**src/hdl/trapezoid_segment_planner_defines.svh**
```systemverilog
// -----------------------------------------------------------------------------
// trapezoid_segment_planner_defines: assertion macros
// Wrap concurrent assertions so that a build can drop them with ASSERT_OFF.
// -----------------------------------------------------------------------------
`ifndef TRAPEZOID_SEGMENT_PLANNER_DEFINES_SVH
`define TRAPEZOID_SEGMENT_PLANNER_DEFINES_SVH

`ifndef ASSERT_OFF
// check under reset qualification
`define TSP_ASSERT(lbl, prop, msg) \
  lbl: assert property (@(posedge clk) disable iff (!rst_n) prop) else $error(msg);
// check on every clock edge, reset included
`define TSP_ASSERT_ALWAYS(lbl, prop, msg) \
  lbl: assert property (@(posedge clk) prop) else $error(msg);
`else
`define TSP_ASSERT(lbl, prop, msg)
`define TSP_ASSERT_ALWAYS(lbl, prop, msg)
`endif

`endif

```
**src/hdl/tsp_pkg.sv**
```systemverilog
// -----------------------------------------------------------------------------
// tsp_pkg: shared types and constants of the trapezoid segment planner
// Widths, reset values, sequencer states and arithmetic unit controls.
// -----------------------------------------------------------------------------
package tsp_pkg;

  localparam int AXES_DEF  = 4;
  localparam int FRAC_BITS = 16;

  localparam int PW  = 100;  // product / numerator width
  localparam int BW  = 50;   // multiplier / divisor width
  localparam int RW  = 53;   // partial remainder width
  localparam int CW  = 7;    // step counter width
  localparam int DIV_STEPS  = PW;
  localparam int SQRT_STEPS = PW / 2;

  localparam logic [46:0] START_RST = 47'd327680;
  localparam logic [46:0] ACCEL_RST = 47'd6553600;
  localparam logic [46:0] WANT_RST  = 47'(64'd1000000 << FRAC_BITS);

  localparam logic CFG_START = 1'b0;
  localparam logic CFG_ACCEL = 1'b1;

  typedef enum logic [1:0] {
    OP_MUL,
    OP_DIV,
    OP_SQRT
  } op_t;

  typedef enum logic [1:0] {
    PLAN_ECHO,
    PLAN_CONST,
    PLAN_LIMIT,
    PLAN_FULL
  } plan_t;

  typedef enum logic [3:0] {
    ST_IDLE,
    ST_SUMSQ,
    ST_SUMSQ_RUN,
    ST_ROOT,
    ST_ROOT_RUN,
    ST_LEN,
    ST_LEN_RUN,
    ST_RAMP,
    ST_RAMP_RUN,
    ST_OFFMUL,
    ST_OFFMUL_RUN,
    ST_OFFDIV,
    ST_OFFDIV_RUN,
    ST_EMIT
  } state_t;

  typedef struct packed {
    logic go;
    op_t  op;
    logic clr;
  } alu_req_t;

  typedef struct packed {
    logic busy;
    logic done;
  } alu_stat_t;

endpackage

```
**src/hdl/tsp_alu.sv**
```systemverilog
// -----------------------------------------------------------------------------
// tsp_alu: shared iterative arithmetic unit
// Shift-add multiply, restoring divide and digit-by-digit square root.
// -----------------------------------------------------------------------------
module tsp_alu (
  input  logic                      clk,
  input  logic                      rst_n,
  input  tsp_pkg::alu_req_t         req,
  input  logic [tsp_pkg::PW-1:0]    opa,
  input  logic [tsp_pkg::BW-1:0]    opb,
  output tsp_pkg::alu_stat_t        stat,
  output logic [tsp_pkg::PW-1:0]    res
);

  localparam int PW = tsp_pkg::PW;
  localparam int BW = tsp_pkg::BW;
  localparam int RW = tsp_pkg::RW;
  localparam int CW = tsp_pkg::CW;

  tsp_pkg::op_t  op_r, op_nxt;
  logic [PW-1:0] acc_r, acc_nxt;
  logic [PW-1:0] num_r, num_nxt;
  logic [BW-1:0] b_r, b_nxt;
  logic [RW-1:0] rem_r, rem_nxt;
  logic [CW-1:0] cnt_r, cnt_nxt;
  logic          busy_r, busy_nxt;
  logic          done_r, done_nxt;
  logic [RW-1:0] sh, sub, dif;
  logic          ge;

  always_comb begin
    op_nxt   = op_r;
    acc_nxt  = acc_r;
    num_nxt  = num_r;
    b_nxt    = b_r;
    rem_nxt  = rem_r;
    cnt_nxt  = cnt_r;
    busy_nxt = busy_r;
    done_nxt = 1'b0;
    sh       = '0;
    sub      = '0;
    dif      = '0;
    ge       = 1'b0;
    if (req.go) begin
      op_nxt   = req.op;
      num_nxt  = opa;
      b_nxt    = opb;
      rem_nxt  = '0;
      busy_nxt = 1'b1;
      acc_nxt  = (req.op == tsp_pkg::OP_MUL && !req.clr) ? acc_r : '0;
      cnt_nxt  = (req.op == tsp_pkg::OP_DIV) ? CW'(tsp_pkg::DIV_STEPS)
                                             : CW'(tsp_pkg::SQRT_STEPS);
    end else if (busy_r) begin
      case (op_r)
        tsp_pkg::OP_MUL: begin
          if (b_r == '0) begin
            busy_nxt = 1'b0;
            done_nxt = 1'b1;
          end else begin
            if (b_r[0]) acc_nxt = acc_r + num_r;
            num_nxt = num_r << 1;
            b_nxt   = b_r >> 1;
          end
        end
        tsp_pkg::OP_DIV, tsp_pkg::OP_SQRT: begin
          if (op_r == tsp_pkg::OP_DIV) begin
            sh      = {rem_r[RW-2:0], num_r[PW-1]};
            sub     = {{(RW-BW){1'b0}}, b_r};
            num_nxt = num_r << 1;
          end else begin
            sh      = {rem_r[RW-3:0], num_r[PW-1:PW-2]};
            sub     = {acc_r[RW-3:0], 2'b01};
            num_nxt = num_r << 2;
          end
          ge      = (sh >= sub);
          dif     = sh - sub;
          rem_nxt = ge ? dif : sh;
          acc_nxt = {acc_r[PW-2:0], ge};
          cnt_nxt = cnt_r - CW'(1);
          if (cnt_r == CW'(1)) begin
            busy_nxt = 1'b0;
            done_nxt = 1'b1;
          end
        end
        default: busy_nxt = 1'b0;
      endcase
    end
  end

  always_ff @(posedge clk) begin
    if (!rst_n) begin
      busy_r <= 1'b0;
      done_r <= 1'b0;
    end else begin
      busy_r <= busy_nxt;
      done_r <= done_nxt;
    end
    op_r  <= op_nxt;
    acc_r <= acc_nxt;
    num_r <= num_nxt;
    b_r   <= b_nxt;
    rem_r <= rem_nxt;
    cnt_r <= cnt_nxt;
  end

  assign stat.busy = busy_r;
  assign stat.done = done_r;
  assign res       = acc_r;

endmodule

```
**config.mk**
```make
export PLATFORM = sky130hd
export DESIGN_NAME = tsp_alu
export DESIGN_NICKNAME = d
export VERILOG_FILES = /design/src/hdl/trapezoid_segment_planner_defines.svh /design/src/hdl/tsp_pkg.sv /design/src/hdl/tsp_alu.sv
export SDC_FILE = /design/constraint.sdc
export NUM_CORES = 1
export LEC_CHECK = 0
export BUFFER_PORTS_ARGS = -buffer_cell sky130_fd_sc_hd__buf_2
export CAP_MARGIN = 20
export CORE_MARGIN = 8
export CORE_UTILIZATION = 35
export CTS_CLUSTER_SIZE = 14
export DETAILED_ROUTE_END_ITERATION = 10
export PLACE_DENSITY = 0.64
export SYNTH_ARGS = -nofsm -noshare
export SYNTH_HDL_FRONTEND = slang
export SYNTH_SLANG_ARGS = --single-unit
```
**constraint.sdc**
```tcl
create_clock -name clk -period 6.2 [get_ports clk]
set_input_delay 0.31 -clock clk [delete_from_list [all_inputs] [get_ports clk]]
set_output_delay 0.31 -clock clk [all_outputs]
set_load 0.05 [all_outputs]
```
======== Word-level counts from Yosys, hierarchy flattened ========
Index checks and enable logic that the tools add are counted.
storage, ports and cells
  input port bits ......................... 156
  word-level logic and storage cells ...... 74
  output and inout bits ................... 102
  register bits after elaboration ......... 313
operators by class
  $lt $le $gt $ge ......................... 1
  reductions and logical operators ........ 16
  add/sub/neg operators ................... 3
  muxes and demuxes ....................... 36
  bitwise operators ....................... 2
  eq/ne operators ......................... 8
operators with widths
  cell                   count
  $mux W100              9
  $mux W53               8
  $pmux W100 S2          2
  $mux W50               4
  $add A100 B100 Y100    1
  $ge A53 B53 Y1         1
  $mux W52               1
  $sub A52 B52 Y52       1
  $logic_not A50 Y1      1
  $mux W7                4
  $eq A7 B1 Y1 const B   1
  $sub A7 B1 Y7 const B  1
  $mux W1                6
  $ne A3 B3 Y1 const B   2
  $reduce_and A3 Y1      2
  $reduce_bool A2 Y1     3
  $reduce_and A5 Y1      1
  $eq A2 B1 Y1 const B   2
  $logic_not A2 Y1       2
  $ne A2 B2 Y1 const B   2
  $pmux W1 S2            2
  $reduce_and A2 Y1      2
  $reduce_bool A3 Y1     1
  $reduce_or A3 Y1       1
  5 further kinds        6

======== Longest topological paths before layout ========
  depth in word-level cells ............... 9
  gate-level depth with buffers ........... 20
  mapped depth without buffers ............ 16

======== Worst setup path before layout ========
Ideal clock, no wire load.
  kind .................................... register to register
  start point ............................. register op_r[0]
  end point ............................... register acc_r[0] (netlist: res[0]) (enable)
  period minus slack after synthesis ...... 6.665 ns
  buffers on the path ..................... 2
  library setup time ...................... 0.472 ns
  slack ................................... -0.465 ns
  stages on the path, launching flop included .. 8
  arrival ................................. 6.193 ns
  cell sequence ........................... edfxtp_1 > inv_1 > ha_1 > clkbuf_1 > clkbuf_1 > o211ai_1 > nand2_1 > o311a_1
on the way
  longest elaborated chain between the ends .. 4
  elaborated cells between the ends (all ways) .. 8
  those cells by class .................... eq/ne (4); reduce/logical (4)
RTL lines
  what                                          line           RTL
  from (decl)                                   tsp_alu.sv:20  tsp_pkg::op_t op_r, op_nxt;
  from (signal assigned)                        tsp_alu.sv:98  op_r <= op_nxt;
  $eq A2 B1 Y1 or $eq A2 B2 Y1 (tied branches)  tsp_alu.sv:54  case (op_r)
  $reduce_or A2 Y1                              tsp_alu.sv:54
  $reduce_bool A3 Y1 (no source line)           -
  $reduce_and A5 Y1 (no source line) *          -
  to (signal assigned)                          tsp_alu.sv:99  acc_r <= acc_nxt;
  to (decl)                                     tsp_alu.sv:21  logic [PW-1:0] acc_r, acc_nxt;
Every way passes the cells marked *; elsewhere a longest branch is shown, timed or not.
A chain may end at the register's enable or synchronous reset.

======== Worst setup path after layout ========
  start point ............................. register op_r[1]
  end point ............................... register rem_r[48]
on the way
  longest elaborated chain between the ends .. 7
  elaborated cells between the ends (all ways) .. 15
  those cells by class .................... add/sub (1); order compare (1); eq/ne (2); mux (9); reduce/logical (2)
RTL lines
  what                                                line                          RTL
  $eq A2 B1 Y1                                        tsp_alu.sv:54, tsp_alu.sv:66
  $mux W53                                            tsp_alu.sv:66                 if (op_r == tsp_pkg::OP_DIV) begin
  $mux W53                                            tsp_alu.sv:54
  $mux W53                                            tsp_alu.sv:53                 end else if (busy_r) begin
  $mux W53                                            tsp_alu.sv:44                 if (req.go) begin
  $sub A52 B52 Y52 or $ge A53 B53 Y1 (tied branches)  tsp_alu.sv:76, tsp_alu.sv:75
  $mux W52                                            tsp_alu.sv:77                 rem_nxt = ge ? dif : sh;
  to (signal assigned)                                tsp_alu.sv:102                rem_r <= rem_nxt;
  to (decl)                                           tsp_alu.sv:24                 logic [RW-1:0] rem_r, rem_nxt;
Parallel ways exist; a longest one is shown, timed or not. The select of a mux whose other input is x is not followed.

==> out/qor.yml <==
setup_viol: 0
min_path_type: "in -> reg"
rsz0062_at_grt: "no"
nets: 3234
synth.top_cell.area_share_pct: 31.4
worstPathRequired_ns: 6.60
yosys.area_share.adder_pct: 8.13
dr.pass1.iters: 5
ys_ff_latch: 313
cp.arrival_ns: 5.41
die_h_um: 282
clk_pin_slew_worst_paths_ns: 0.06
ys_seq_area_share_pct: 35.7
wirelength_um: 79900
post_drt_wl_per_cell_um: 20.5
core_mm2: 0.0701
status: "finished, final reports clean"
critPathMostFrequentCell: "o21ai_0"
synth-compound-area-share_pct: 21.2
synth_nets: 3074
setup_tns_ns: 0
clock-root-buffer: "clkbuf_16"
dr_total_vias: 21700
min_period_ns: 5.01
post-dp-hpwl_um: 61300
multi_input_area_mm2: 0.0151
ant_nets: 0
synth_area_leaders: "edfxtp_1, ha_1, mux2i_1"
final_layout_size_suffix_gt1_share_pct: 16.8
htreeDepth: 2
grt-ovfl-total: 0
fin_crit_sh_pct: 80.7
dr.first_iter.drc_count: 1507
maxCapViolations: 0
die_area_mm2: 0.0797
slew_headroom_pct: 27.5
num_rows: 97
insertion_delay_ns: 0.56
clock_skew_ns: 0.0181
n_fill_cell: 7131
drc: 0
grt_max_degree: 103
yosys.area.top_type: "edfxtp_1"
syn2layout_area_growth_pct: 14.3
grt_usage_pct: 19.3
synth_top_family_by_area: "compound AO/OA/AOI/OAI gates"
clkSinkCount: 313
clockBufferDepth: 3
start_util_pct: 35.4
cts_setup_buffers: 0
synth_xor_area_share_pct: 4.94
ctsResizeCount: 0
power_leakage_nw: 11.8
port_buffers: 257
path_max_fanout: 52
synth_cell_types: 96
synth_edf_count: 259
ys_warn_count: 0
antenna_found_initial: 4
end_kind: "flop"
area.sequential_mm2: 0.00886
cp_cell_sequence: "inv_1, ha_4, mux2i_1, ha_1, fa_1, nor2b_1, o21ai_0, a21boi_0, o21ai_0, o32a_1, nor2_1, o21a_1, a31oi_1, o21ai_0, xnor2_1, o31ai_1"
pre_cts_slack_ns: 1.24
grt_pass1_wl_um: 123000
crit_path_max_incr_delay_ns: 0.84
postSynthCellCount: 2758
cts_buffers: 39
hold_viol_final: 0
netlist_area_mm2: 0.0248
drv_slew: 0
crit_type: "reg -> reg"
syn_avg_cell_area_um2: 8.99
ir_drop_uv: 280
via_per_inst: 5.57
io_pins: 258
die_x_um: 282
max_freq_mhz: 200
setup_ws_ns: 1.19
startpoint_type: "flop"
globalplace.congestion: 0.931
slowest_stage: "ha_4"
synthSimpleGateAreaFrac_pct: 15.3
cts_tree: "done"
yosys-mux-area-fraction_pct: 10.8
power_density_mw_per_mm2: 336
grt_pass1_vias: 21400
tightest_slew_ns: 1.08
synthFlopType: "edfxtp_1"
synthArstFlopShare_pct: 0
==> cell usage in the layout (no fill, tap or decap), types with 7 or more instances in the layout <==
| cell | n |
|---|---|
| dfxtp_1 | 54 |
| nor3_1 | 28 |
| a31oi_1 | 18 |
| o21ai_0 | 248 |
| nor4_1 | 24 |
| mux2_2 | 100 |
| nor2_1 | 200 |
| xor2_1 | 69 |
| inv_1 | 58 |
| o31ai_1 | 17 |
| bufinv_16 | 8 |
| o21a_1 | 18 |
| a21boi_0 | 10 |
| mux2i_1 | 155 |
| dlygate4sd3_1 | 12 |
| o21bai_1 | 34 |
| nand3_1 | 59 |
| nand2b_1 | 22 |
| buf_4 | 22 |
| and2_1 | 14 |
| nand4_1 | 62 |
| buf_2 | 256 |
| edfxtp_1 | 259 |
| a211oi_1 | 8 |
| a21o_1 | 95 |
| nand2_1 | 317 |
| clkbuf_16 | 41 |
| clkbuf_1 | 8 |
| or4_1 | 7 |
| and3_1 | 15 |
| ha_1 | 155 |
| nor2b_1 | 19 |
| xnor2_1 | 71 |
| a21oi_1 | 240 |
| a22o_1 | 22 |
| a32oi_1 | 14 |
| or3_1 | 22 |
| o21ai_1 | 23 |
==> kinds of logic (layout without fill, tap and decap cells) <==
family,Yosys count,after routing
simple gates,820,820
flops,313,313
fa+ha+maj,160,160
compound gates,839,839
mux,255,255
xor+xnor,140,140
other cells,0,4
buf+inv,231,419
==> worst paths after layout <==
check / from / end / slack (ns) / cells past startpoint
worst max-delay path: op_r[1]$_DFFE_PP_ / rem_r[48]$_SDFFE_PP0P_ / 1.19 / 16
worst min-delay path: opa[85] / num_r[85]$_DFFE_PP_ / 0.02 / 3
worst max register to register: op_r[1]$_DFFE_PP_ / rem_r[48]$_SDFFE_PP0P_ / 1.19 / 16
worst min register to register: rem_r[26]$_SDFFE_PP0P_ / rem_r[26]$_SDFFE_PP0P_ / 0.48 / 2
==> per-stage QoR <==
stage                     hold WS [ns]  util (%)  power [mW]  instances  instance area [µm²]
after detailed placement         0.468      38.2        7.01       3804                26800
after CTS                     0.000128      40.4        9.57       3885                28300
final                           0.0243      40.4        9.53       3890                28300
after global placement           0.467      38.2        7.00       3804                26800
after global routing            0.0171      40.4        10.1       3886                28300
after floorplan                  0.409         -        5.96       2758                24800
==> flip-flops by register name (all words and copies together) (netlist names) <==
register  count
res         100
op_r          2
b_r          50
cnt_r         7
num_r       100
rem_r        52
busy_r        1
done_r        1
==> area by class of cell <==
cell class	instances	area share, %
diodes	4	0.0353
inverters	58	0.768
clock buffers	52	3.87
clock inverters	17	1.06
multi-input cells	2214	53.2
repair buffers	292	5.65
flip-flops and latches	313	31.3
well taps	940	4.15
==> synthesized netlist by cell type, drive strengths merged (5+ instances only) <==
cell type and count:
edfxtp 259, a221o 5, a22o 22, inv 58
buf 52, a21boi 16, o21bai 35, a221oi 6
nor2b 22, a21oi 247, a31oi 19, nor2 201
clkbuf 121, nand2 322, ha 158, nand3 59
xor2 69, nand2b 22, mux2i 155, a21o 97
a211oi 9, o21ai 273, or3 22, o22ai 6
o311a 5, or2 5, and3 16, mux2 100
o21a 18, o31ai 18, nand3b 5, xnor2 71
a32oi 14, a41oi 5, or4 8, dfxtp 54
nor4 24, and2 14, o211ai 7, nand4 63
nor3 29
==> metal layers <==
metal | vias up | share of wire, % | GRT usage, % | routed length (µm)
met5 | - | 0.016 | 0 | 13
met4 | 2 | 3.0 | 5.89 | 2410
met3 | 119 | 6.5 | 3.67 | 5160
met2 | 655 | 47 | 32.3 | 37300
met1 | 10300 | 44 | 25.2 | 35100
li1 | 10600 | - | - | -
==> worst max-delay path: cells and delay by family, from the launching register on <==
family	cells	cell delay (ns)
and+or+nand+nor	2	0.36
DFF	1	0.39
AOI/OAI and AO/OA	8	2.04
xor gates and xnor gates	1	0.15
buffers and inverters	1	0.18
muxes	1	0.22
adders and majority gates	3	1.50
==> power by group <==
part | internal, mW | total, mW | switching, mW
Sequential | 2.66 | 3.01 | 0.352
Clock | 1.58 | 2.52 | 0.941
Combinational | 1.40 | 4.00 | 2.60
==> what timing repair did <==
| action | 4_1_cts | 5_1_grt |
|---|---|---|
| setup endpoints to repair | 0 | 0 |
| hold buffers | 12 | 0 |
| hold endpoints to repair | 12 | 0 |
(Power assumes the default switching activity.)
